### config.mk
export PLATFORM = sky130hd
export DESIGN_NAME = clock_page_replacement_core
export DESIGN_NICKNAME = d
export VERILOG_FILES = /design/src/rtl/core/cpr_pkg.sv /design/src/rtl/core/clock_page_replacement_core.sv /design/src/rtl/core/cpr_front.sv /design/src/rtl/core/cpr_queue.sv /design/src/rtl/core/cpr_back.sv
export SDC_FILE = /design/constraint.sdc
export NUM_CORES = 1
export LEC_CHECK = 0
export ABC_CLOCK_PERIOD_IN_PS = 5190
export BUFFER_PORTS_ARGS = -buffer_cell sky130_fd_sc_hd__buf_2
export CAP_MARGIN = 20
export CORE_ASPECT_RATIO = 1.2
export CORE_MARGIN = 2
export CORE_UTILIZATION = 35
export DETAILED_ROUTE_END_ITERATION = 12
export PLACE_DENSITY = 0.55
export REMOVE_ABC_BUFFERS = 1
export SETUP_SLACK_MARGIN = 0.05
export SYNTH_ARGS = -nofsm -noshare
export SYNTH_HDL_FRONTEND = slang
export SYNTH_SLANG_ARGS = --single-unit
### constraint.sdc
create_clock -name clk_i -period 5.19 [get_ports clk_i]
set_input_delay 0.7785 -clock clk_i [delete_from_list [all_inputs] [get_ports clk_i]]
set_output_delay 0.7785 -clock clk_i [all_outputs]
set_load 0.05 [all_outputs]
### src/rtl/core/cpr_pkg.sv
`timescale 1ns / 1ps
// Shared types and constants for the clock page replacement core.
// Has no dependencies; every other file of the core imports it.
package cpr_pkg;

  localparam int unsigned MaxFrames  = 256;
  localparam int unsigned FrameW     = $clog2(MaxFrames);
  localparam int unsigned CountW     = 9;
  localparam int unsigned QueueDepth = 4;
  localparam int unsigned QueuePtrW  = $clog2(QueueDepth);
  localparam int unsigned QueueCntW  = $clog2(QueueDepth + 1);

  localparam logic [CountW-1:0] FramesReset = CountW'(MaxFrames);

  typedef enum logic {
    CprModeRef   = 1'b0,
    CprModeEvict = 1'b1
  } cpr_mode_e;

  typedef enum logic {
    CprIdle,
    CprSweep
  } cpr_state_e;

  typedef struct packed {
    cpr_mode_e         mode;
    logic [FrameW-1:0] frame;
  } cpr_item_t;

endpackage

### src/rtl/core/clock_page_replacement_core.sv
`timescale 1ns / 1ps
// Top level of the clock page replacement core: frame count register,
// front end, item queue and sweep engine. Uses cpr_pkg, cpr_front,
// cpr_queue and cpr_back.
//
//   channel   direction  signals                         role
//   s_axis    in         tvalid tready tdata tuser       reference / evict requests
//   m_axis    out        tvalid tready tdata             eviction victims
//   cfg       in         cfg_valid_i cfg_ready_o cfg_data_i  frames in use
//
// References stream at one per cycle while the sweep engine is idle. An
// eviction starts a sweep in which the hand visits 1 to frames_in_use + 1
// frames before it names a victim.
// Reset clears all reference bits and the hand at once; no clearing pass.
// A four-entry queue lets the front end keep taking transactions while the
// sweep engine runs or waits on m_axis_tready.
module clock_page_replacement_core (
  input  logic                       clk_i,
  input  logic                       rst_ni,
  input  logic                       s_axis_tvalid,
  output logic                       s_axis_tready,
  input  logic [7:0]                 s_axis_tdata,  // [7:0] frame_index
  input  logic [0:0]                 s_axis_tuser,  // [0] mode
  output logic                       m_axis_tvalid,
  input  logic                       m_axis_tready,
  output logic [7:0]                 m_axis_tdata,  // [7:0] victim_frame
  input  logic                       cfg_valid_i,
  output logic                       cfg_ready_o,
  input  logic [cpr_pkg::CountW-1:0] cfg_data_i
);
  import cpr_pkg::*;

  logic [CountW-1:0] frames_q, frames_d, frames_eff;
  cpr_item_t         in_item, push_item, pop_item;
  logic              push_valid, push_ready, pop_valid, pop;

  assign cfg_ready_o = 1'b1;

  always_comb begin
    frames_d = (cfg_valid_i && cfg_ready_o) ? cfg_data_i : frames_q;
    if (frames_q == '0) begin
      frames_eff = CountW'(1);
    end else if (frames_q > CountW'(MaxFrames)) begin
      frames_eff = CountW'(MaxFrames);
    end else begin
      frames_eff = frames_q;
    end
    in_item.mode  = cpr_mode_e'(s_axis_tuser[0]);
    in_item.frame = s_axis_tdata[FrameW-1:0];
  end

  always_ff @(posedge clk_i or negedge rst_ni) begin
    if (!rst_ni) begin
      frames_q <= FramesReset;
    end else begin
      frames_q <= frames_d;
    end
  end

  cpr_front u_front (
    .clk_i        (clk_i),
    .rst_ni       (rst_ni),
    .frames_i     (frames_eff),
    .in_valid_i   (s_axis_tvalid),
    .in_ready_o   (s_axis_tready),
    .in_item_i    (in_item),
    .push_valid_o (push_valid),
    .push_ready_i (push_ready),
    .push_item_o  (push_item)
  );

  cpr_queue u_queue (
    .clk_i        (clk_i),
    .rst_ni       (rst_ni),
    .push_valid_i (push_valid),
    .push_ready_o (push_ready),
    .push_item_i  (push_item),
    .pop_valid_o  (pop_valid),
    .pop_i        (pop),
    .pop_item_o   (pop_item)
  );

  cpr_back u_back (
    .clk_i       (clk_i),
    .rst_ni      (rst_ni),
    .frames_i    (frames_eff),
    .pop_valid_i (pop_valid),
    .pop_o       (pop),
    .pop_item_i  (pop_item),
    .out_valid_o (m_axis_tvalid),
    .out_ready_i (m_axis_tready),
    .out_frame_o (m_axis_tdata)
  );

endmodule

### src/rtl/core/cpr_front.sv
`timescale 1ns / 1ps
// Front end: takes input transactions, drops references outside the clock,
// and holds the classified item until the queue takes it. Uses cpr_pkg.
module cpr_front (
  input  logic                       clk_i,
  input  logic                       rst_ni,
  input  logic [cpr_pkg::CountW-1:0] frames_i,
  input  logic                       in_valid_i,
  output logic                       in_ready_o,
  input  cpr_pkg::cpr_item_t         in_item_i,
  output logic                       push_valid_o,
  input  logic                       push_ready_i,
  output cpr_pkg::cpr_item_t         push_item_o
);
  import cpr_pkg::*;

  logic      valid_q, valid_d;
  cpr_item_t item_q, item_d;
  logic      keep;

  assign in_ready_o   = !valid_q || push_ready_i;
  assign push_valid_o = valid_q;
  assign push_item_o  = item_q;

  always_comb begin
    keep = (in_item_i.mode == CprModeEvict) ||
           ({{(CountW - FrameW){1'b0}}, in_item_i.frame} < frames_i);
    valid_d = valid_q && !push_ready_i;
    item_d  = item_q;
    if (in_ready_o) begin
      valid_d = in_valid_i && keep;
      item_d  = in_item_i;
    end
  end

  always_ff @(posedge clk_i or negedge rst_ni) begin
    if (!rst_ni) begin
      valid_q <= 1'b0;
    end else begin
      valid_q <= valid_d;
    end
  end

  always_ff @(posedge clk_i) begin
    item_q <= item_d;
  end

endmodule

### src/rtl/core/cpr_queue.sv
`timescale 1ns / 1ps
// Short first-in first-out queue of classified items between the front end
// and the sweep engine. Uses cpr_pkg.
module cpr_queue (
  input  logic               clk_i,
  input  logic               rst_ni,
  input  logic               push_valid_i,
  output logic               push_ready_o,
  input  cpr_pkg::cpr_item_t push_item_i,
  output logic               pop_valid_o,
  input  logic               pop_i,
  output cpr_pkg::cpr_item_t pop_item_o
);
  import cpr_pkg::*;

  cpr_item_t            entries_q [QueueDepth];
  logic [QueuePtrW-1:0] wr_ptr_q, wr_ptr_d, rd_ptr_q, rd_ptr_d;
  logic [QueueCntW-1:0] count_q, count_d;
  logic                 do_push, do_pop;

  assign push_ready_o = (count_q != QueueCntW'(QueueDepth));
  assign pop_valid_o  = (count_q != '0);
  assign pop_item_o   = entries_q[rd_ptr_q];
  assign do_push      = push_valid_i && push_ready_o;
  assign do_pop       = pop_i && pop_valid_o;

  always_comb begin
    wr_ptr_d = do_push ? wr_ptr_q + QueuePtrW'(1) : wr_ptr_q;
    rd_ptr_d = do_pop ? rd_ptr_q + QueuePtrW'(1) : rd_ptr_q;
    count_d  = count_q;
    if (do_push && !do_pop) begin
      count_d = count_q + QueueCntW'(1);
    end else if (do_pop && !do_push) begin
      count_d = count_q - QueueCntW'(1);
    end
  end

  always_ff @(posedge clk_i or negedge rst_ni) begin
    if (!rst_ni) begin
      wr_ptr_q <= '0;
      rd_ptr_q <= '0;
      count_q  <= '0;
    end else begin
      wr_ptr_q <= wr_ptr_d;
      rd_ptr_q <= rd_ptr_d;
      count_q  <= count_d;
    end
  end

  always_ff @(posedge clk_i) begin
    if (do_push) begin
      entries_q[wr_ptr_q] <= push_item_i;
    end
  end

endmodule

### src/rtl/core/cpr_back.sv
`timescale 1ns / 1ps
// Back end, uses cpr_pkg: holds reference bits and the clock hand, applies
// references, sweeping for victims one frame per cycle with a free output.
module cpr_back (
  input  logic                       clk_i,
  input  logic                       rst_ni,
  input  logic [cpr_pkg::CountW-1:0] frames_i,
  input  logic                       pop_valid_i,
  output logic                       pop_o,
  input  cpr_pkg::cpr_item_t         pop_item_i,
  output logic                       out_valid_o,
  input  logic                       out_ready_i,
  output logic [cpr_pkg::FrameW-1:0] out_frame_o
);
  import cpr_pkg::*;

  cpr_state_e          state_q, state_d;
  logic [MaxFrames-1:0] bits_q, bits_d;
  logic [FrameW-1:0]   hand_q, hand_d, hand_next;
  logic [CountW-1:0]   hand_inc;
  logic                out_valid_q, out_valid_d;
  logic [FrameW-1:0]   out_frame_q, out_frame_d;
  logic                slot_free;

  assign slot_free   = !out_valid_q || out_ready_i;
  assign out_valid_o = out_valid_q;
  assign out_frame_o = out_frame_q;

  always_comb begin
    hand_inc    = {{(CountW - FrameW){1'b0}}, hand_q} + CountW'(1);
    hand_next   = (hand_inc >= frames_i) ? '0 : hand_inc[FrameW-1:0];
    state_d     = state_q;
    hand_d      = hand_q;
    bits_d      = bits_q;
    out_valid_d = out_valid_q && !out_ready_i;
    out_frame_d = out_frame_q;
    pop_o       = 1'b0;
    case (state_q)
      CprIdle: begin
        if (pop_valid_i) begin
          pop_o = 1'b1;
          if (pop_item_i.mode == CprModeRef) begin
            bits_d[pop_item_i.frame] = 1'b1;
          end else begin
            state_d = CprSweep;
            if ({{(CountW - FrameW){1'b0}}, hand_q} >= frames_i) begin
              hand_d = '0;
            end
          end
        end
      end
      CprSweep: begin
        if (bits_q[hand_q]) begin
          bits_d[hand_q] = 1'b0;
          hand_d         = hand_next;
        end else if (slot_free) begin
          out_valid_d = 1'b1;
          out_frame_d = hand_q;
          hand_d      = hand_next;
          state_d     = CprIdle;
        end
      end
      default: begin
        state_d = CprIdle;
      end
    endcase
  end

  always_ff @(posedge clk_i or negedge rst_ni) begin
    if (!rst_ni) begin
      state_q     <= CprIdle;
      bits_q      <= '0;
      hand_q      <= '0;
      out_valid_q <= 1'b0;
    end else begin
      state_q     <= state_d;
      bits_q      <= bits_d;
      hand_q      <= hand_d;
      out_valid_q <= out_valid_d;
    end
  end

  always_ff @(posedge clk_i) begin
    out_frame_q <= out_frame_d;
  end

  a_sweep_clears: assert property (@(posedge clk_i) disable iff (!rst_ni)
    (state_q == CprSweep && bits_q[hand_q]) |=> !bits_q[$past(hand_q)])
    else $error("sweep left a set reference bit in place");

  a_victim_is_hand: assert property (@(posedge clk_i) disable iff (!rst_ni)
    (state_q == CprSweep && !bits_q[hand_q] && slot_free)
      |=> (out_valid_q && out_frame_q == $past(hand_q)))
    else $error("victim does not match the hand");

  a_hand_in_range: assert property (@(posedge clk_i) disable iff (!rst_ni)
    (state_q == CprSweep) |-> ({{(CountW - FrameW){1'b0}}, hand_q} < frames_i))
    else $error("hand outside the clock during a sweep");

endmodule

==> impl_summary.md, run 1 <==
Cells and area
After routing the design area is approximately 18000 um^2. After the last flow step, the layout net total stands at 1454. Summing all flip-flop and latch instances after layout gives 8680 um^2.

The filler cells instantiated in the layout total 4470. Relative to the synthesized area, the layout overhead comes to 11.1%. The multi-input combinational cells in the finished layout cover a total of approximately 6700 um^2. The proportion of layout cells with a drive suffix above 1 is 0.131.

Route
The total wire length after detailed routing is 52600 um. The violation count after the first detailed-routing iteration is between 1000 and 1500. The total vias in the final route is ~12000. The number of vias per cell is 6.03.

The length of the first detailed-routing pass in iterations is 5. The number of design rule violations left after detail routing is 0. The average detailed-routed wire length per instance is 25.8 um. The final antenna-violating net count is 0.

Pwr
The switching share of power is 0.396. Across the VDD grid, the largest voltage drop is between 0.4 and 0.5 mV. The internal power contribution is 6830 uW. Of the total power, registers draw 0.399. The design draws 11300 uW. The fraction of power consumed by the clock network is 0.223. The power per standard cell area is 641 nW/um^2. The combinational group share of total power is 0.378. The leakage dissipation is 0.00720 uW. The switching power summed over all nets is ~4500 uW.

Global routing
The maximum number of pins on one net before global-route repair is 116. The via count of the first global-routing pass is approximately 12000. The initial antenna violation count came to 3.

Across every metal layer, demand over resource in global routing totals 0.226. The total global routing overflow is 0. The first global-routing pass estimated 79500 um of wire.

Critical path
The signal on the critical path passes through buf_4 > nor2b_1 > a22oi_1 > nand3_1 > a31oi_1 > o21ai_0 > a21boi_2 > nand4_1 > o21ai_0 > o21ai_0. Along the worst path, the maximum fanout reaches 15. The number of buffer and inverter instances along the worst setup path is 1. The worst setup path category is reg2reg. Grouping stages by cell kind, the critical path spends the most delay in compound AO/OA/AOI/OAI gates. The required time reported for the critical path endpoint is 5.55 ns. At the worst endpoint, the arrival time is roughly 4.6 ns. The cell seen most often among critical-path stages is sky130_fd_sc_hd__o21ai_0.

On the worst path, the slowest cell contributes a delay of 0.80 ns. The kind of launch point of the worst setup path is a flip-flop. The worst-path cell with the longest stage delay is sky130_fd_sc_hd__dfrtp_1. The type of destination of the critical path is a flip-flop.

Clock tree
Clock tree synthesis selected as its root buffer the cell sky130_fd_sc_hd__clkbuf_16. The post-CTS setup repair buffer count is 0. The worst-case clock buffer depth is 3. In this run, post-CTS hold repair placed 0 buffers. The number of levels in the clock H-tree is 2. The clock network latency to the later pin of the worst-skew pair is 0.54 ns.

The clock buffer count from CTS is 35. The quantity of gates resized following cts is 0. The TritonCTS clock tree is done. The clock-pin slew reported for the worst setup and hold paths after clock tree synthesis is 0.06 ns. The number of sinks on the clock net is 336.

Yosys
The number of warnings printed during yosys synthesis is 0. The fraction of synthesis flops using an asynchronous set or reset pin is 0.842. Counting flops and latches in the post-synthesis netlist gives 336.

Of the synthesized area, sequential elements account for 0.546. A synthesized cell averages 11.3 um^2. Yosys mapped the design onto 66 distinct sky130hd cell types. The post-synthesis cell count is approximately 1400. The top flip-flop cell by instance count after synthesis is sky130_fd_sc_hd__dfrtp_1.

Yosys mapped a number of flops with a built-in enable equal to 53. The combined area of all synthesized cells is about 16000 um^2.

Outcome
The flow ran to the end, and the final reports show no timing, DRC or antenna violations.

Die
The width of the die is approximately 200 um. The initial utilization of the core area, before any placement, comes to 0.354. The die covers around 47000 um^2. The height of the chip is 237 um. The total area inside the core boundary comes to 44900 um^2.

The boundary pin count is 34. The floorplan has 85 rows.

STA
The number of hold violations in the final report is 0. Derived from the worst setup path, the maximum achievable clock frequency is approximately 240 MHz. The worst path meets setup with 0.983 ns of slack. Subtracting the final worst setup slack from the clock period gives between 4 and 5 ns. The number of max-slew violations in the final report came to 0.

At the pin with the least slew margin, the transition time is 1.23 ns. The number of endpoints failing setup at the final stage is 0. The fraction of the cycle the final worst path needs is 0.811.

Setup repair after global routing left no endpoint under its margin. In this run the tightest slew margin relative to its limit is 0.175. Clock skew on the completed layout was measured at about 0.021 ns.

Placement
Summed over all nets, the half-perimeter wirelength after detailed placement is 32800 um. The congestion estimate from routability-driven global placement came to roughly 0.87. Port buffering added 32 buffers. The placed instance area is between 15000 and 20000 um^2. The worst-case setup slack after placement is 1.05 ns.

Min path
The type of the most critical hold path is in2async.

Flow run
The reported max-cap violation count is 0.
==> cell usage after synthesis (7+ instances only) <==
cell type | n | area [um^2]
sky130_fd_sc_hd__a21oi_1 | 10 | 50.1
sky130_fd_sc_hd__a22oi_1 | 9 | 67.6
sky130_fd_sc_hd__and2_1 | 11 | 68.8
sky130_fd_sc_hd__buf_1 | 8 | 30.0
sky130_fd_sc_hd__clkbuf_1 | 70 | 263
sky130_fd_sc_hd__dfrtp_1 | 282 | 7060
sky130_fd_sc_hd__edfxtp_1 | 53 | 1590
sky130_fd_sc_hd__ha_1 | 33 | 413
sky130_fd_sc_hd__inv_1 | 11 | 41.3
sky130_fd_sc_hd__mux2_2 | 12 | 135
sky130_fd_sc_hd__mux2i_1 | 45 | 450
sky130_fd_sc_hd__mux4_1 | 7 | 184
sky130_fd_sc_hd__mux4_2 | 55 | 1240
sky130_fd_sc_hd__nand2_1 | 80 | 300
sky130_fd_sc_hd__nand2b_1 | 12 | 75.1
sky130_fd_sc_hd__nand3_1 | 15 | 75.1
sky130_fd_sc_hd__nand4_1 | 7 | 43.8
sky130_fd_sc_hd__nor2_1 | 42 | 158
sky130_fd_sc_hd__nor2b_1 | 11 | 68.8
sky130_fd_sc_hd__nor3_1 | 8 | 40.0
sky130_fd_sc_hd__o21a_1 | 9 | 67.6
sky130_fd_sc_hd__o21ai_0 | 508 | 2540
sky130_fd_sc_hd__o22a_1 | 7 | 61.3
sky130_fd_sc_hd__or2_2 | 11 | 68.8
sky130_fd_sc_hd__xnor2_1 | 8 | 70.1
==> logic make-up (layout without fill, tap and decap cells) <==
group | Yosys count | after routing | share of synthesized area
simple gates | 214 | 214 | 0.0641
other cells | 1 | 2 | 0.000236
compound gates | 580 | 580 | 0.195
fa+ha+maj | 34 | 34 | 0.0273
mux | 119 | 119 | 0.126
xor+xnor | 12 | 12 | 0.00662
buf+inv | 115 | 128 | 0.0341
flops | 336 | 336 | 0.546
==> placed cells by master, fill, tap and decap left out, drive strengths merged, types with 10 or more instances in the layout <==
| cell | count |
|---|---|
| and2 | 11 |
| nor2b | 11 |
| a21oi | 10 |
| inv | 13 |
| nor2 | 42 |
| nand2 | 81 |
| or2 | 11 |
| buf | 50 |
| edfxtp | 53 |
| mux4 | 62 |
| dfrtp | 282 |
| ha | 33 |
| mux2 | 12 |
| clkbuf | 57 |
| o21ai | 509 |
| mux2i | 45 |
| nand3 | 15 |
| nand2b | 12 |
==> power groups by stage <==
stage,combinational (uW),sequential [uW],clock (uW)
after floorplan,2510,4600,0
after global placement,4150,4490,0
after detailed placement,4230,4540,0
after CTS,4240,4500,2550
after global routing,4640,4640,2660
final,4280,4520,2520
==> metal layers <==
layer / global-route usage / part of all wire
met1: 0.291 / 0.40
met2: 0.369 / 0.48
met3: 0.0417 / 0.070
met4: 0.109 / 0.048
met5: 0 / 0.00034
==> sequential cells by signal, indices dropped and copies added, names as in the netlist <==
name	count
frames_q	9
u_back.bits_q	256
u_back.hand_q	8
u_back.out_frame_o	8
u_back.out_valid_o	1
u_back.state_q	1
u_front.push_item_o	9
u_front.push_valid_o	1
u_queue.count_q	3
u_queue.entries_q	36
u_queue.rd_ptr_q	2
u_queue.wr_ptr_q	2
==> final cells by class <==
class | count | area share
flip-flops and latches | 336 | 0.492
multi-input cells | 960 | 0.378
clock buffers | 57 | 0.0601
well taps | 609 | 0.0432
repair buffers | 50 | 0.0196
clock inverters | 7 | 0.00440
inverters | 14 | 0.00298
diodes | 1 | 0.000142
==> worst register-to-register path, delay by kind of cell, from the launching register on <==
kind	cells	cell delay [ns]
AOI/OAI and AO/OA	6	1.83
DFF	1	0.80
buffers and inverters	1	0.42
and+or+nand+nor	3	0.97
==> through the flow <==
step,TNS (ns),utilization,hold WS [ns],instances
global route,0,0.393,0.430,2034
CTS,0,0.393,0.382,2032
finish,0,0.393,0.343,2034
floorplan,-43.65,-,0.455,1310
detailed placement,0,0.367,0.482,1968
global placement,0,0.367,0.466,1967
==> path summary, 6_finish.rpt <==
path	start	end	slack, ns	cells past startpoint
min in group clk_i	s_axis_tdata[3]	u_front.push_item_o[3]	0.44	1
max	u_back.hand_q[3]	u_back.bits_q[2]	0.98	10
max reg2reg	u_back.hand_q[3]	u_back.bits_q[2]	0.98	10
max in group asynchronous	rst_ni	u_back.bits_q[33]	3.66	2
min reg2reg	u_back.bits_q[109]	u_back.bits_q[109]	0.49	1
min	rst_ni	u_back.bits_q[188]	0.34	1
(Power assumes the default switching activity.)
==> run 2: changes to the inputs <==
--- a/config.mk
+++ b/config.mk
@@ -5,7 +5,7 @@
 export SDC_FILE = /design/constraint.sdc
 export NUM_CORES = 1
 export LEC_CHECK = 0
-export ABC_CLOCK_PERIOD_IN_PS = 5190
+export ABC_CLOCK_PERIOD_IN_PS = 4300
 export BUFFER_PORTS_ARGS = -buffer_cell sky130_fd_sc_hd__buf_2
 export CAP_MARGIN = 20
 export CORE_ASPECT_RATIO = 1.2
==> constraint.sdc (replaced) <==
create_clock -name clk_i -period 4.3 [get_ports clk_i]
set_input_delay 0.645 -clock clk_i [delete_from_list [all_inputs] [get_ports clk_i]]
set_output_delay 0.645 -clock clk_i [all_outputs]
set_load 0.05 [all_outputs]
==> run 2 against run 1 <==
  * Register-to-register slack worse by 0.61 ns
  * Highest routed layer unchanged
  * Cell count increased by 0.98%
  * Clock skew fell by 0.0041 ns
  * Sequential cell count is the same
  * Largest power group unchanged
  * Die area is the same
  * Sequential power rose by 20%
  * Global-route usage decreased by 0.14 points
  * Routed wire length down 1.4%
  * Total power increased by 23%
  * Critical path depth rose by 1
  * Design area is 1.5% higher
  * First-iteration DRC count grew 15%
==> impl_summary.md, run 2 (synthesis results as in run 1) <==
Cells and area
The library cell used most frequently in the layout, excluding fill and tap cells, is sky130_fd_sc_hd__o21ai_0. The number of antenna diodes was 0 (-1). The largest registers in the layout are u_back.bits_q (256), u_queue.entries_q (36). The flip-flop count of the largest register, all copies and words added is 256 (unchanged). The utilization after layout is 0.399 (+0.00583). In the layout the commonest cells are sky130_fd_sc_hd__o21ai_0 (508), sky130_fd_sc_hd__dfrtp_1 (280), sky130_fd_sc_hd__nand2_1 (80). The number of nets in the final layout is 1475 (+1.4%). The proportion of layout cells with a drive suffix above 1 is 0.147 (+0.0168). The largest register by flop count is u_back.bits_q. From synthesis to final layout, the design area changed by 12.8%.

Die
The number of cell rows is 85 (unchanged). The area inside the core boundary was 44900 um^2 (unchanged). The floorplan die area is 47100 um^2 (unchanged).

The width of the die is 198 um (unchanged). The boundary pin count came to 34 (unchanged). The effective utilization at floorplan is 0.354 (unchanged).

The height of the chip is 237 um (unchanged).

STA
The measured slew at the worst slew-check pin came to 1.20 ns (-0.0330 ns). The worst slack on hold paths is 0.217 ns (-0.126 ns). The fraction of the cycle the final worst path needs is 0.913 (+0.102). The setup skew after layout is 0.0167 ns (-0.00406 ns). The number of endpoints failing setup at the final stage was 0 (unchanged). Setup repair after global routing left no endpoint under its margin. The setup TNS after final layout is 0 ns (unchanged). The timing-limited maximum frequency was 255 MHz (+7.2%). The final critical-path setup slack is 0.376 ns (-0.607 ns).

The number of max-slew violations in the final report is 0 (unchanged). The final critical-path required period is 3.92 ns (-0.283 ns). The remaining max-slew budget at the tightest pin is 0.197 (+0.0221). The number of hold violations in the final report is 0 (unchanged).

Global routing
The via count of the first global-routing pass is 12400 (-0.18%). The met3 routing resource usage after global routing is 0.0377 (-0.00397). The layer with the highest usage after global routing is met2. The met2 routing resource usage after global routing is 0.368 (about the same). The met1 track utilization from global routing was 0.298 (+0.00691). The total global routing overflow is 0 (unchanged).

The global-route wire length before repair came to 79200 um (-0.39%). The initial antenna violation count is 1 (-2). The overall track demand over capacity in global routing is 0.225 (-0.00137).

The maximum number of pins on one net before global-route repair is 125 (+7.8%).

Pwr
The peak ir drop on the vdd network is 0.440 mV (-5.1%). The power per standard cell area is 775 nW/um^2 (+21%). The switching share of power is 0.389 (-0.00737). The combinational group share of total power came to 0.374 (-0.004).

The power share of the sequential group is 0.392 (-0.007). The switching power summed over all nets is 5400 uW (+20%). The internal power contribution is 8490 uW (+24%).

The leakage dissipation is 0.00736 uW (+2.1%). The fraction of power consumed by the clock network is 0.234 (+0.011). The total power was 13900 uW (+23%).

Route
The total wire length after detailed routing came to 51800 um (-1.4%). The number of vias per cell is 5.98 (-0.71%). The final antenna-violating net count was 0 (unchanged).

The total vias in the final route is 12300 (+0.27%). The length of the first detailed-routing pass in iterations was 7 (+2). The average detailed-routed wire length per instance came to 25.2 um (-2.4%). The violation count after the first detailed-routing iteration came to 1305 (+15%). The number of design rule violations left after detail routing is 0 (unchanged).

Placement
The number of I/O port buffers is 32 (unchanged). The worst-case setup slack after placement is 0.457 ns (-0.596 ns). The HPWL after detailed placement is 32700 um (-0.13%).

The placer's final routability congestion estimate is 0.868 (-0.41%).

Critical path
The required time reported for the critical path endpoint is 4.67 ns (-0.88 ns). The arrival time at the worst endpoint is 4.29 ns (-0.28 ns). The biggest fanout along the worst timing path is 31 (+16). The setup slack of the most critical reg-to-reg path is 0.38 ns (-0.61 ns).

The kind of launch point of the worst setup path is a flip-flop. The worst setup path category is reg2reg. STA classifies the critical path endpoint as a flip-flop.

Clock tree
The clock network latency to the later pin of the worst-skew pair is 0.54 ns (about the same). The clock-pin slew reported for the worst setup and hold paths after clock tree synthesis is 0.06 ns (about the same). The worst-case clock buffer depth was 3 (unchanged). TritonCTS built the clock tree. The clock buffer count from CTS was 38 (+8.6%). The number of levels in the clock H-tree is 2 (unchanged). The number of buffers inserted by hold repair at cts is 0 (unchanged). The quantity of gates resized following cts is 0 (unchanged).

The post-CTS setup repair buffer count is 0 (unchanged). The number of sinks on the clock net came to 336 (unchanged). The root cell of the clock tree is sky130_fd_sc_hd__clkbuf_16.

Min path
The min-delay analysis places its worst path in the category in2async.

Flow run
The reported max-cap violation count is 0 (unchanged).

Outcome
The run finished with clean final reports.
==> run 2: cell types whose count changed in the layout (fill, tap and decap cells not counted), sizes merged <==
| cell | change |
|---|---|
| clkinv | +6 |
| inv | +1 |
| clkbuf | -6 |
| diode | -1 |
| bufinv | +2 |
| buf | +18 |
==> run 2: area by class of cell <==
type	instances	area, um^2
clock buffer	51	1070
timing repair buffer	68	515
multi-input combinational	960	6660
clock inverter	16	161
fill	4409	27000
sequential	336	8680
tap	609	762
inverter	14	52.6
==> run 2: worst max-delay path: stages, from the launching register on <==
cell and delay (ns):
sky130_fd_sc_hd__dfrtp_4 0.81, sky130_fd_sc_hd__buf_12 0.32, sky130_fd_sc_hd__mux2i_1 0.17, sky130_fd_sc_hd__a221oi_1 0.32, sky130_fd_sc_hd__o21ai_0 0.17, sky130_fd_sc_hd__o21ai_0 0.11, sky130_fd_sc_hd__o21ai_0 0.25, sky130_fd_sc_hd__a21boi_2 0.45
sky130_fd_sc_hd__nand4b_1 0.51, sky130_fd_sc_hd__buf_12 0.32, sky130_fd_sc_hd__o21ai_0 0.14, sky130_fd_sc_hd__o21ai_0 0.12
==> run 2: through the flow <==
step	cell area, um^2	instances
2_1_floorplan	15400	1310
3_3_place_gp	16700	1987
3_5_place_dp	16700	1987
4_1_cts	17900	2054
5_1_grt	17900	2054
6_report	17900	2054
==> run 2: final timing paths <==
check | startpoint | to | cells after the start
min in group clk_i | s_axis_tuser | u_front.push_item_o[8] | 1
worst max-delay path | u_back.hand_q[0] | u_back.bits_q[190] | 11
worst min register to register | u_back.bits_q[105] | u_back.bits_q[105] | 1
max in group asynchronous | rst_ni | u_back.bits_q[190] | 2
worst min-delay path | rst_ni | u_back.bits_q[157] | 1
worst max register to register | u_back.hand_q[0] | u_back.bits_q[190] | 11
==> run 2: power by group through the flow <==
stage	Clock, uW	Combinational [uW]	Sequential (uW)
after global routing	3420	5640	5590
after floorplan	0	3030	5550
after global placement	0	5030	5430
final	3250	5190	5440
after CTS	3290	5160	5420
after detailed placement	0	5140	5470
==> run 2: routing by layer <==
layer / wire length [um] / vias to the layer above / share of wire
met5: 28 / - / 0.00054
met4: 2030 / 4 / 0.039
met3: 3770 / 118 / 0.073
met2: 24900 / 548 / 0.48
met1: 21000 / 6392 / 0.41
li1: - / 5229 / -
